$ cat src/rtl/core/lcgr_pkg.sv
// Shared types, constants and helpers for the ranged LCG generator.
`default_nettype none
package lcgr_pkg;

    localparam logic [63:0] SEED_PATTERN = 64'hECC440A96968484A;
    localparam logic [31:0] LCG_MUL      = 32'd1103515245;
    localparam logic [63:0] LCG_ADD      = 64'd12345;
    localparam int          DIV_STEPS    = 64;
    localparam int          CNT_W        = $clog2(DIV_STEPS);

    typedef enum logic [2:0] {
        ST_IDLE,
        ST_MUL_LO,
        ST_MUL_HI,
        ST_SUM,
        ST_DIV,
        ST_ADD,
        ST_DONE
    } t_state;

    typedef struct packed {
        logic accept;
        logic mul_lo;
        logic mul_hi;
        logic sum;
        logic div_step;
        logic fin;
        logic load_out;
    } t_cmd;

    typedef struct packed {
        logic direct;
    } t_sts;

    function automatic logic [63:0] swap_bytes(input logic [63:0] x);
        logic [63:0] r;
        for (int b = 0; b < 8; b++) begin
            r[8*b +: 8] = x[8*(7-b) +: 8];
        end
        return r;
    endfunction

endpackage
`default_nettype wire

$ cat src/rtl/core/lcg_byte_reversed_ranged_random.sv
// Reseed and non-stepping draws go from acceptance straight to the hand-off state;
// a stepping draw takes 3 multiply/add steps, 64 remainder steps, 1 add, 1 hand-off.
// The remainder loop yields one bit per cycle. A request is accepted only while idle, so a new
// request waits until the previous result is handed off. A waiting result holds the next finished
// request in place, and that request blocks the one after it.
// Reset: synchronous, active low; the seed returns to 0xECC440A96968484A, output empties.
`default_nettype none
module lcg_byte_reversed_ranged_random
    import lcgr_pkg::*;
(
    input  wire logic        i_clk,
    input  wire logic        i_rst_n,
    input  wire logic        i_valid,
    output logic             o_ready,
    input  wire logic        i_kind,
    input  wire logic [63:0] i_seed_value,
    input  wire logic [3:0]  i_seed_bytes,
    input  wire logic [63:0] i_range_lo,
    input  wire logic [63:0] i_range_hi,
    output logic             o_valid,
    input  wire logic        i_ready,
    output logic      [63:0] o_value,
    output logic             o_advanced
);

    t_cmd w_cmd;
    t_sts w_sts;

    lcgr_ctrl u_ctrl (
        .i_clk   (i_clk),
        .i_rst_n (i_rst_n),
        .i_valid (i_valid),
        .o_ready (o_ready),
        .o_valid (o_valid),
        .i_ready (i_ready),
        .i_sts   (w_sts),
        .o_cmd   (w_cmd)
    );

    lcgr_dp u_dp (
        .i_clk        (i_clk),
        .i_rst_n      (i_rst_n),
        .i_cmd        (w_cmd),
        .o_sts        (w_sts),
        .i_kind       (i_kind),
        .i_seed_value (i_seed_value),
        .i_seed_bytes (i_seed_bytes),
        .i_range_lo   (i_range_lo),
        .i_range_hi   (i_range_hi),
        .o_value      (o_value),
        .o_advanced   (o_advanced)
    );

endmodule
`default_nettype wire

$ cat src/rtl/core/lcgr_ctrl.sv
// Sequencer for request handling, LCG step and bit-serial remainder.
`default_nettype none
module lcgr_ctrl
    import lcgr_pkg::*;
(
    input  wire logic i_clk,
    input  wire logic i_rst_n,
    input  wire logic i_valid,
    output logic      o_ready,
    output logic      o_valid,
    input  wire logic i_ready,
    input  wire t_sts i_sts,
    output t_cmd      o_cmd
);

    t_state             r_state, n_state;
    logic [CNT_W-1:0]   r_cnt, n_cnt;
    logic               r_ovalid, n_ovalid;
    logic               w_accept;
    logic               w_out_free;

    assign w_accept   = i_valid && (r_state == ST_IDLE);
    assign w_out_free = !r_ovalid || i_ready;

    always_comb begin
        n_state = r_state;
        case (r_state)
            ST_IDLE: begin
                if (w_accept) begin
                    n_state = i_sts.direct ? ST_DONE : ST_MUL_LO;
                end
            end
            ST_MUL_LO: n_state = ST_MUL_HI;
            ST_MUL_HI: n_state = ST_SUM;
            ST_SUM:    n_state = ST_DIV;
            ST_DIV: begin
                if (r_cnt == CNT_W'(DIV_STEPS - 1)) begin
                    n_state = ST_ADD;
                end
            end
            ST_ADD:    n_state = ST_DONE;
            ST_DONE: begin
                if (w_out_free) begin
                    n_state = ST_IDLE;
                end
            end
            default:   n_state = ST_IDLE;
        endcase
    end

    always_comb begin
        o_cmd          = '0;
        o_cmd.accept   = w_accept;
        o_cmd.mul_lo   = (r_state == ST_MUL_LO);
        o_cmd.mul_hi   = (r_state == ST_MUL_HI);
        o_cmd.sum      = (r_state == ST_SUM);
        o_cmd.div_step = (r_state == ST_DIV);
        o_cmd.fin      = (r_state == ST_ADD);
        o_cmd.load_out = (r_state == ST_DONE) && w_out_free;
        o_ready        = (r_state == ST_IDLE);
        o_valid        = r_ovalid;
    end

    always_comb begin
        n_cnt = (r_state == ST_DIV) ? r_cnt + CNT_W'(1) : '0;
        if (o_cmd.load_out) begin
            n_ovalid = 1'b1;
        end else if (i_ready) begin
            n_ovalid = 1'b0;
        end else begin
            n_ovalid = r_ovalid;
        end
    end

    always_ff @(posedge i_clk) begin
        if (!i_rst_n) begin
            r_state  <= ST_IDLE;
            r_cnt    <= '0;
            r_ovalid <= 1'b0;
        end else begin
            r_state  <= n_state;
            r_cnt    <= n_cnt;
            r_ovalid <= n_ovalid;
        end
    end

endmodule
`default_nettype wire

$ cat src/rtl/core/lcgr_dp.sv
// Seed register, shared 32x32 multiplier, restoring remainder unit, result registers.
`default_nettype none
module lcgr_dp
    import lcgr_pkg::*;
(
    input  wire logic        i_clk,
    input  wire logic        i_rst_n,
    input  wire t_cmd        i_cmd,
    output t_sts             o_sts,
    input  wire logic        i_kind,
    input  wire logic [63:0] i_seed_value,
    input  wire logic [3:0]  i_seed_bytes,
    input  wire logic [63:0] i_range_lo,
    input  wire logic [63:0] i_range_hi,
    output logic      [63:0] o_value,
    output logic             o_advanced
);

    logic [63:0] r_seed, n_seed;
    logic [63:0] r_prod;
    logic [63:0] r_acc;
    logic [63:0] r_lo;
    logic [63:0] r_span;
    logic [63:0] r_dvd;
    logic [63:0] r_rem;
    logic [63:0] r_res;
    logic        r_adv;
    logic [63:0] r_value;
    logic        r_advanced;

    logic [63:0] w_reseed;
    logic [63:0] w_sum;
    logic [63:0] w_swapped;
    logic [31:0] w_mul_op;
    logic [64:0] w_trial;
    logic [64:0] w_diff;

    always_comb begin
        for (int b = 0; b < 8; b++) begin
            if ((i_seed_bytes > 4'd8) || (4'(b) < i_seed_bytes)) begin
                w_reseed[8*b +: 8] = i_seed_value[8*b +: 8];
            end else begin
                w_reseed[8*b +: 8] = SEED_PATTERN[8*b +: 8];
            end
        end
    end

    assign o_sts.direct = !i_kind || (i_range_hi <= i_range_lo)
                        || ((i_range_lo == '0) && (i_range_hi == '1));

    assign w_mul_op  = i_cmd.mul_hi ? r_seed[63:32] : r_seed[31:0];
    assign w_sum     = r_acc + {r_prod[31:0], 32'h0};
    assign w_swapped = swap_bytes(w_sum);
    assign w_trial   = {r_rem, r_dvd[63]};
    assign w_diff    = w_trial - {1'b0, r_span};

    always_comb begin
        n_seed = r_seed;
        if (i_cmd.accept && !i_kind) begin
            n_seed = w_reseed;
        end else if (i_cmd.sum) begin
            n_seed = w_swapped;
        end
    end

    always_ff @(posedge i_clk) begin
        if (!i_rst_n) begin
            r_seed <= SEED_PATTERN;
        end else begin
            r_seed <= n_seed;
        end
    end

    always_ff @(posedge i_clk) begin
        if (i_cmd.mul_lo || i_cmd.mul_hi) begin
            r_prod <= w_mul_op * LCG_MUL;
        end
        if (i_cmd.mul_hi) begin
            r_acc <= r_prod + LCG_ADD;
        end
        if (i_cmd.accept) begin
            r_lo   <= i_range_lo;
            r_span <= i_range_hi - i_range_lo + 64'd1;
            r_res  <= i_kind ? i_range_lo : w_reseed;
            r_adv  <= 1'b0;
        end
        if (i_cmd.sum) begin
            r_dvd <= w_swapped;
            r_rem <= '0;
        end
        if (i_cmd.div_step) begin
            r_dvd <= {r_dvd[62:0], 1'b0};
            r_rem <= w_diff[64] ? w_trial[63:0] : w_diff[63:0];
        end
        if (i_cmd.fin) begin
            r_res <= r_lo + r_rem;
            r_adv <= 1'b1;
        end
        if (i_cmd.load_out) begin
            r_value    <= r_res;
            r_advanced <= r_adv;
        end
    end

    assign o_value    = r_value;
    assign o_advanced = r_advanced;

endmodule
`default_nettype wire

$ cat config.mk
export PLATFORM = sky130hd
export DESIGN_NAME = lcg_byte_reversed_ranged_random
export DESIGN_NICKNAME = d
export VERILOG_FILES = /design/src/rtl/core/lcgr_pkg.sv /design/src/rtl/core/lcg_byte_reversed_ranged_random.sv /design/src/rtl/core/lcgr_ctrl.sv /design/src/rtl/core/lcgr_dp.sv
export SDC_FILE = /design/constraint.sdc
export NUM_CORES = 2
export LEC_CHECK = 0
export ABC_CLOCK_PERIOD_IN_PS = 22900
export BUFFER_PORTS_ARGS = -buffer_cell sky130_fd_sc_hd__buf_2
export CAP_MARGIN = 15
export CORE_AREA = 10 10 408 311
export CTS_CLUSTER_SIZE = 25
export DETAILED_ROUTE_END_ITERATION = 10
export DIE_AREA = 0 0 418 321
export GPL_ROUTABILITY_DRIVEN = 0
export PLACE_DENSITY = 0.7
export SYNTH_ARGS = -nofsm -noshare
export SYNTH_HDL_FRONTEND = slang
export SYNTH_SLANG_ARGS = --single-unit
$ cat constraint.sdc
create_clock -name i_clk -period 22.9 [get_ports i_clk]
set_input_delay 1.145 -clock i_clk [delete_from_list [all_inputs] [get_ports i_clk]]
set_output_delay 1.145 -clock i_clk [all_outputs]
set_load 0.005 [all_outputs]
==> Yosys cells after proc, flatten, opt, wreduce, memory -nomap -nowiden <==
Cells that the tools add are included.
{ "totals": {"input_bits": 201, "output_inout_bits": 67, "reg_bits": 587, "elab_cells": 96} }
{ "op_classes": {"n_mul": 1, "mux": 26, "order_cmp": 10, "eq_ne": 11, "reduce_logical": 26, "add_sub_neg": 7} }
{ "op_table": {"columns": ["op", "count"], "rows": [
  ["two-way mux 64 bit", 10],
  ["adder 64 bit", 2],
  ["subtractor 65 x 64 -> 65 bit", 1],
  ["adder 63 x 14 -> 64 bit (second input constant)", 1],
  ["adder 64 x 1 -> 64 bit (second input constant)", 1],
  ["== test 64 bit (second input constant)", 1],
  ["<= comparator 64 bit", 1],
  ["zero test 64 bit", 1],
  ["two-way mux 8 bit", 8],
  ["subtractor 64 bit", 1],
  ["multiplier 32 x 31 -> 63 bit (second input constant)", 1],
  ["two-way mux 32 bit", 1],
  ["case mux 3 bit (7 select lines)", 1],
  ["less-than comparator 3 x 4 -> 1 bit (first input constant)", 4],
  ["logical OR 1 bit", 12],
  ["two-way mux 3 bit", 4],
  ["== test 3 bit (second input constant)", 3],
  ["less-than comparator 1 x 4 -> 1 bit (first input constant)", 2],
  ["less-than comparator 2 x 4 -> 1 bit (first input constant)", 2],
  ["nonzero test 2 bit", 4],
  ["adder 6 x 1 -> 6 bit (second input constant)", 1],
  ["== test 3 x 2 -> 1 bit (second input constant)", 2],
  ["== test 6 bit (second input constant)", 1],
  ["> comparator 4 bit (second input constant)", 1],
  ["9 further kinds", 15]
]} }

==> Longest topological paths before layout <==
{ "depth": {"ltp_word": 6, "mapped_depth": 34} }

==> By module <==
A second synthesis with hierarchy kept.
{ "unflattened": {"cells_unflattened": 5736, "hier_area_um2": 55199.2} }
{ "modules_own_cells": {"columns": ["module", "cells_each", "n_inst", "seq_area_each_um2", "area_per_inst_um2"], "rows": [
  ["lcgr_dp", 5674, 1, 16666.0, 54656.2],
  ["lcgr_ctrl", 62, 1, 200.2, 543.0]
]} }

==> Worst setup path before layout <==
OpenSTA, ideal clock, no wires.
{ "synth_timing": {"path_type": "register to register", "start": "register u_ctrl.r_state[1]", "end": "register u_dp.r_prod[62], data pin", "period_less_slack_ns": 11.200, "path_slack_ns": 11.700, "arrival_ns": 10.939, "stages_incl_launch_ff": 31, "setup_ns": 0.261, "path_cell_list": "dfxtp_1 nor3b_1 clkbuf_1 buf_1 buf_1 mux2i_1 inv_1 ha_1 inv_1 fa_1 fa_1 inv_1 fa_1 fa_1 fa_1 inv_1 fa_1 inv_1 ha_1 clkbuf_1 a21o_1 a21o_1 a21oi_1 o21ai_0 a21oi_1 o31a_1 o21ai_1 o31a_1 a221oi_2 o21bai_1 a311o_1"} }
{ "synth_between": {"elab_chain_len": 3} }
{ "synth_lines": {"columns": ["item", "line_no", "text"], "rows": [
  ["from (decl)", "lcgr_ctrl.sv:16", "t_state r_state, n_state;"],
  ["from (signal assigned)", "lcgr_ctrl.sv:81", "r_state <= n_state;"],
  ["== test 3 x 2 -> 1 bit", "lcgr_ctrl.sv:55", "o_cmd.mul_hi = (r_state == ST_MUL_HI);"],
  ["two-way mux 32 bit", "lcgr_dp.sv:51", "assign w_mul_op = i_cmd.mul_hi ? r_seed[63:32] : r_seed[31:0];"],
  ["multiplier 32 x 31 -> 63 bit", "lcgr_dp.sv:76", "r_prod <= w_mul_op * LCG_MUL;"],
  ["to (signal assigned)", "lcgr_dp.sv:76", null],
  ["to (decl)", "lcgr_dp.sv:20", "logic [63:0] r_prod;"]
]} }
No other way between the ends.
A chain may end at the register's enable or synchronous reset.

==> Final worst setup path <==
{ "layout_timing": {"start": "register u_ctrl.r_state[1]", "end": "register u_dp.r_prod[55], data pin"} }
The elaborated chain is that of the path after synthesis.

==> results.sh <==
export IMPL_cts_root_buf="clkbuf_16"
export IMPL_cts_clk_slew_worst_paths_ns=0.07
export IMPL_antenna_found_initial=16
export IMPL_coreArea_sq_um=119000
export IMPL_period_share=0.489
export IMPL_vias=44409
export IMPL_met3_usage=0.0825
export IMPL_wl_per_cell_um=24.4
export IMPL_cp_arrival_ns=11.62
export IMPL_start_util=0.457
export IMPL_maxSlewHeadroom=0.155
export IMPL_max_cap_violations=0
export IMPL_nNetsFinal=7075
export IMPL_die_y_um=321
export IMPL_timing_final_crit_period_ns=11.20
export IMPL_layout_commonest_cell="inv_1"
export IMPL_cp_slowest_cell="mux2i_1"
export IMPL_ys_flop_type="edfxtp_1"
export IMPL_critPathKind="flip-flop to flip-flop"
export IMPL_crit_path_start_kind="flip-flop"
export IMPL_rsz0062_at_grt="false"
export IMPL_synthCells=5661
export IMPL_status="complete, no violations"
export IMPL_die_w_um=418
export IMPL_avgSynthCellArea_sq_um=9.59
export IMPL_cts_resized=0
export IMPL_cpMostUsedCell="inv_1"
export IMPL_synth_top_family_by_area="adder cells"
export IMPL_yosysSeqAreaShare=0.311
export IMPL_grtUsageMet1=0.366
export IMPL_async_flop_share=0
export IMPL_clock_latency_ns=0.67
export IMPL_detail_route_antenna_nets=0
export IMPL_grt_first_pass_wirelength_um=269000
export IMPL_grt_use_total=0.264
export IMPL_syn_nets=6879
export IMPL_first_pass_iters=6
export IMPL_synth_edf_count=511
export IMPL_routed_via_density=5.94
export IMPL_finalHoldViolations=0
export IMPL_synth_mux_area_frac=0.0177
export IMPL_synth_area_sq_um=54300
export IMPL_grtUsageMet2=0.372
export IMPL_cts_tree="done"
export IMPL_synthSimpleGateAreaFrac=0.119
export IMPL_grt_overflow=0
export IMPL_synth_distinct_cells=81
export IMPL_finClkSkew_ns=0.0221
export IMPL_crit_path_max_incr_delay_ns=0.99
export IMPL_hold_class="flip-flop to flip-flop"
export IMPL_setup_tns_final_ns=0
export IMPL_synth_xor_area_frac=0.0586
export IMPL_grt_busiest_layer="met2"
export IMPL_placementRows=110
export IMPL_drtIter0Drc=5613
export IMPL_hpwl_um=151000
export IMPL_tightest_slew_ns=1.25
export IMPL_cts_buffers=57
export IMPL_cp_required_ns=23.32
export IMPL_finalSetupViolCount=0
export IMPL_port_buffer_count=267
export IMPL_num_io_pins=268
export IMPL_crit_fanout=45
export IMPL_layout_common_cells="784 x inv_1, 656 x ha_1, 599 x nand2_1, 511 x edfxtp_1, 378 x a21oi_1"
export IMPL_fmax_ghz=0.0893
export IMPL_synth_fa_ha_area_frac=0.284
export IMPL_endpoint_kind="flip-flop"
export IMPL_die_area_sq_um=134000
export IMPL_slew_violations=0
export IMPL_holdBufCountCts=0
export IMPL_clock_sinks=587
export IMPL_ys_ff_latch=587
export IMPL_grt_pass1_vias=42510
export IMPL_drive_above_1_share=0.0753
export IMPL_syn_to_final_growth_pct=9.33
export IMPL_cts_max_level=2
export IMPL_grt_max_degree=94
export IMPL_post_cts_buffers=0
export IMPL_drt_total_wl_um=182000
export IMPL_ys_warn_count=0
export IMPL_synth_compound_area_frac=0.144
export IMPL_drc=0
export IMPL_clk_path_buf_depth=3
-- cell families after synthesis --
| group | count (synthesis) |
|---|---|
| AO/OA/AOI/OAI | 1236 |
| AND/OR/NAND/NOR | 1411 |
| adder cells (fa/ha/maj) | 1017 |
| XOR/XNOR | 363 |
| flip-flops | 587 |
| multiplexers | 95 |
| buffers and inverters | 952 |
-- cells in the mapped netlist (12+ instances only) --
cell type / number / share of area
nor3_1: 49 / 0.0045
a311oi_1: 15 / 0.0024
nand2_1: 601 / 0.042
ha_1: 656 / 0.15
nand4_1: 91 / 0.010
o21a_1: 45 / 0.0062
a221oi_1: 21 / 0.0034
or2_2: 26 / 0.0030
edfxtp_1: 511 / 0.28
xnor2_1: 223 / 0.036
xor2_1: 140 / 0.023
o211ai_1: 17 / 0.0024
o21bai_1: 59 / 0.0082
nor2b_1: 48 / 0.0055
clkbuf_1: 148 / 0.010
a21o_1: 161 / 0.022
dfxtp_1: 76 / 0.028
o31ai_1: 26 / 0.0036
nand2b_1: 44 / 0.0051
nand3b_1: 12 / 0.0017
a211o_1: 14 / 0.0023
fa_1: 361 / 0.13
and3_1: 51 / 0.0059
o21ai_0: 292 / 0.027
nor4_1: 39 / 0.0045
a21oi_1: 378 / 0.035
and2_1: 15 / 0.0017
a211oi_1: 30 / 0.0041
inv_1: 785 / 0.054
nand3_1: 95 / 0.0088
mux2i_1: 87 / 0.016
o311ai_0: 24 / 0.0039
nor2_1: 300 / 0.021
a31oi_1: 40 / 0.0046
-- critical path: cells and delay by family, from the launching register on --
kind / cells / cell delay, ns
xor gates and xnor gates: 2 / 0.37
muxes: 1 / 0.99
buffers and inverters: 8 / 1.27
adders and majority gates: 9 / 4.15
AOI/OAI and AO/OA: 5 / 2.38
DFF: 1 / 0.59
and+or+nand+nor: 6 / 1.19
-- registers in the layout, summed over array words and instances (netlist names), 63 cells and up --
signal        cells
u_dp.r_res       64
u_dp.r_prod      63
u_dp.r_acc       64
u_dp.r_span      64
u_dp.r_lo        64
u_dp.r_dvd       64
u_dp.r_rem       64
u_dp.o_value     64
u_dp.r_seed      64
-- worst paths after layout --
| kind | startpoint | depth (start not counted) | endpoint | slack [ns] |
|---|---|---|---|---|
| min | u_dp.r_res[31] | 0 | u_dp.o_value[31] | 0.41 |
| min reg2reg | u_dp.r_res[31] | 0 | u_dp.o_value[31] | 0.41 |
| max reg2reg | u_ctrl.r_state[1] | 31 | u_dp.r_prod[55] | 11.70 |
| max | u_ctrl.r_state[1] | 31 | u_dp.r_prod[55] | 11.70 |
-- layer usage --
layer | routed length (um) | vias to the layer above
met5 | 221 | -
met1 | 75100 | 21471
met4 | 9490 | 14
met2 | 74100 | 2491
met3 | 23300 | 366
li1 | - | 20067
-- final cells by class --
cell class	instances	area (sq um)
Inverter	791	2970
Multi-Input combinational cell	4122	33900
Antenna cell	8	20.0
Clock inverter	34	484
Sequential cell	587	16900
Timing Repair Buffer	298	1590
Fill cell	10852	59500
Tap cell	1568	1960
Clock buffer	74	1560
-- per-stage QoR --
stage	utilization	hold slack, ns	instances	setup WS [ns]	area, sq um
2_1_floorplan	-	0.400	5661	11.70	54300
3_3_place_gp	0.482	0.401	7364	12.26	57300
3_5_place_dp	0.482	0.405	7364	12.03	57300
4_1_cts	0.499	0.420	7472	12.01	59300
5_1_grt	0.499	0.422	7480	11.32	59400
6_report	0.499	0.412	7482	11.70	59400
Power is left out: the tool's default activity adds up to more than one toggle a clock period on the data nets, which glitch-free logic cannot reach.
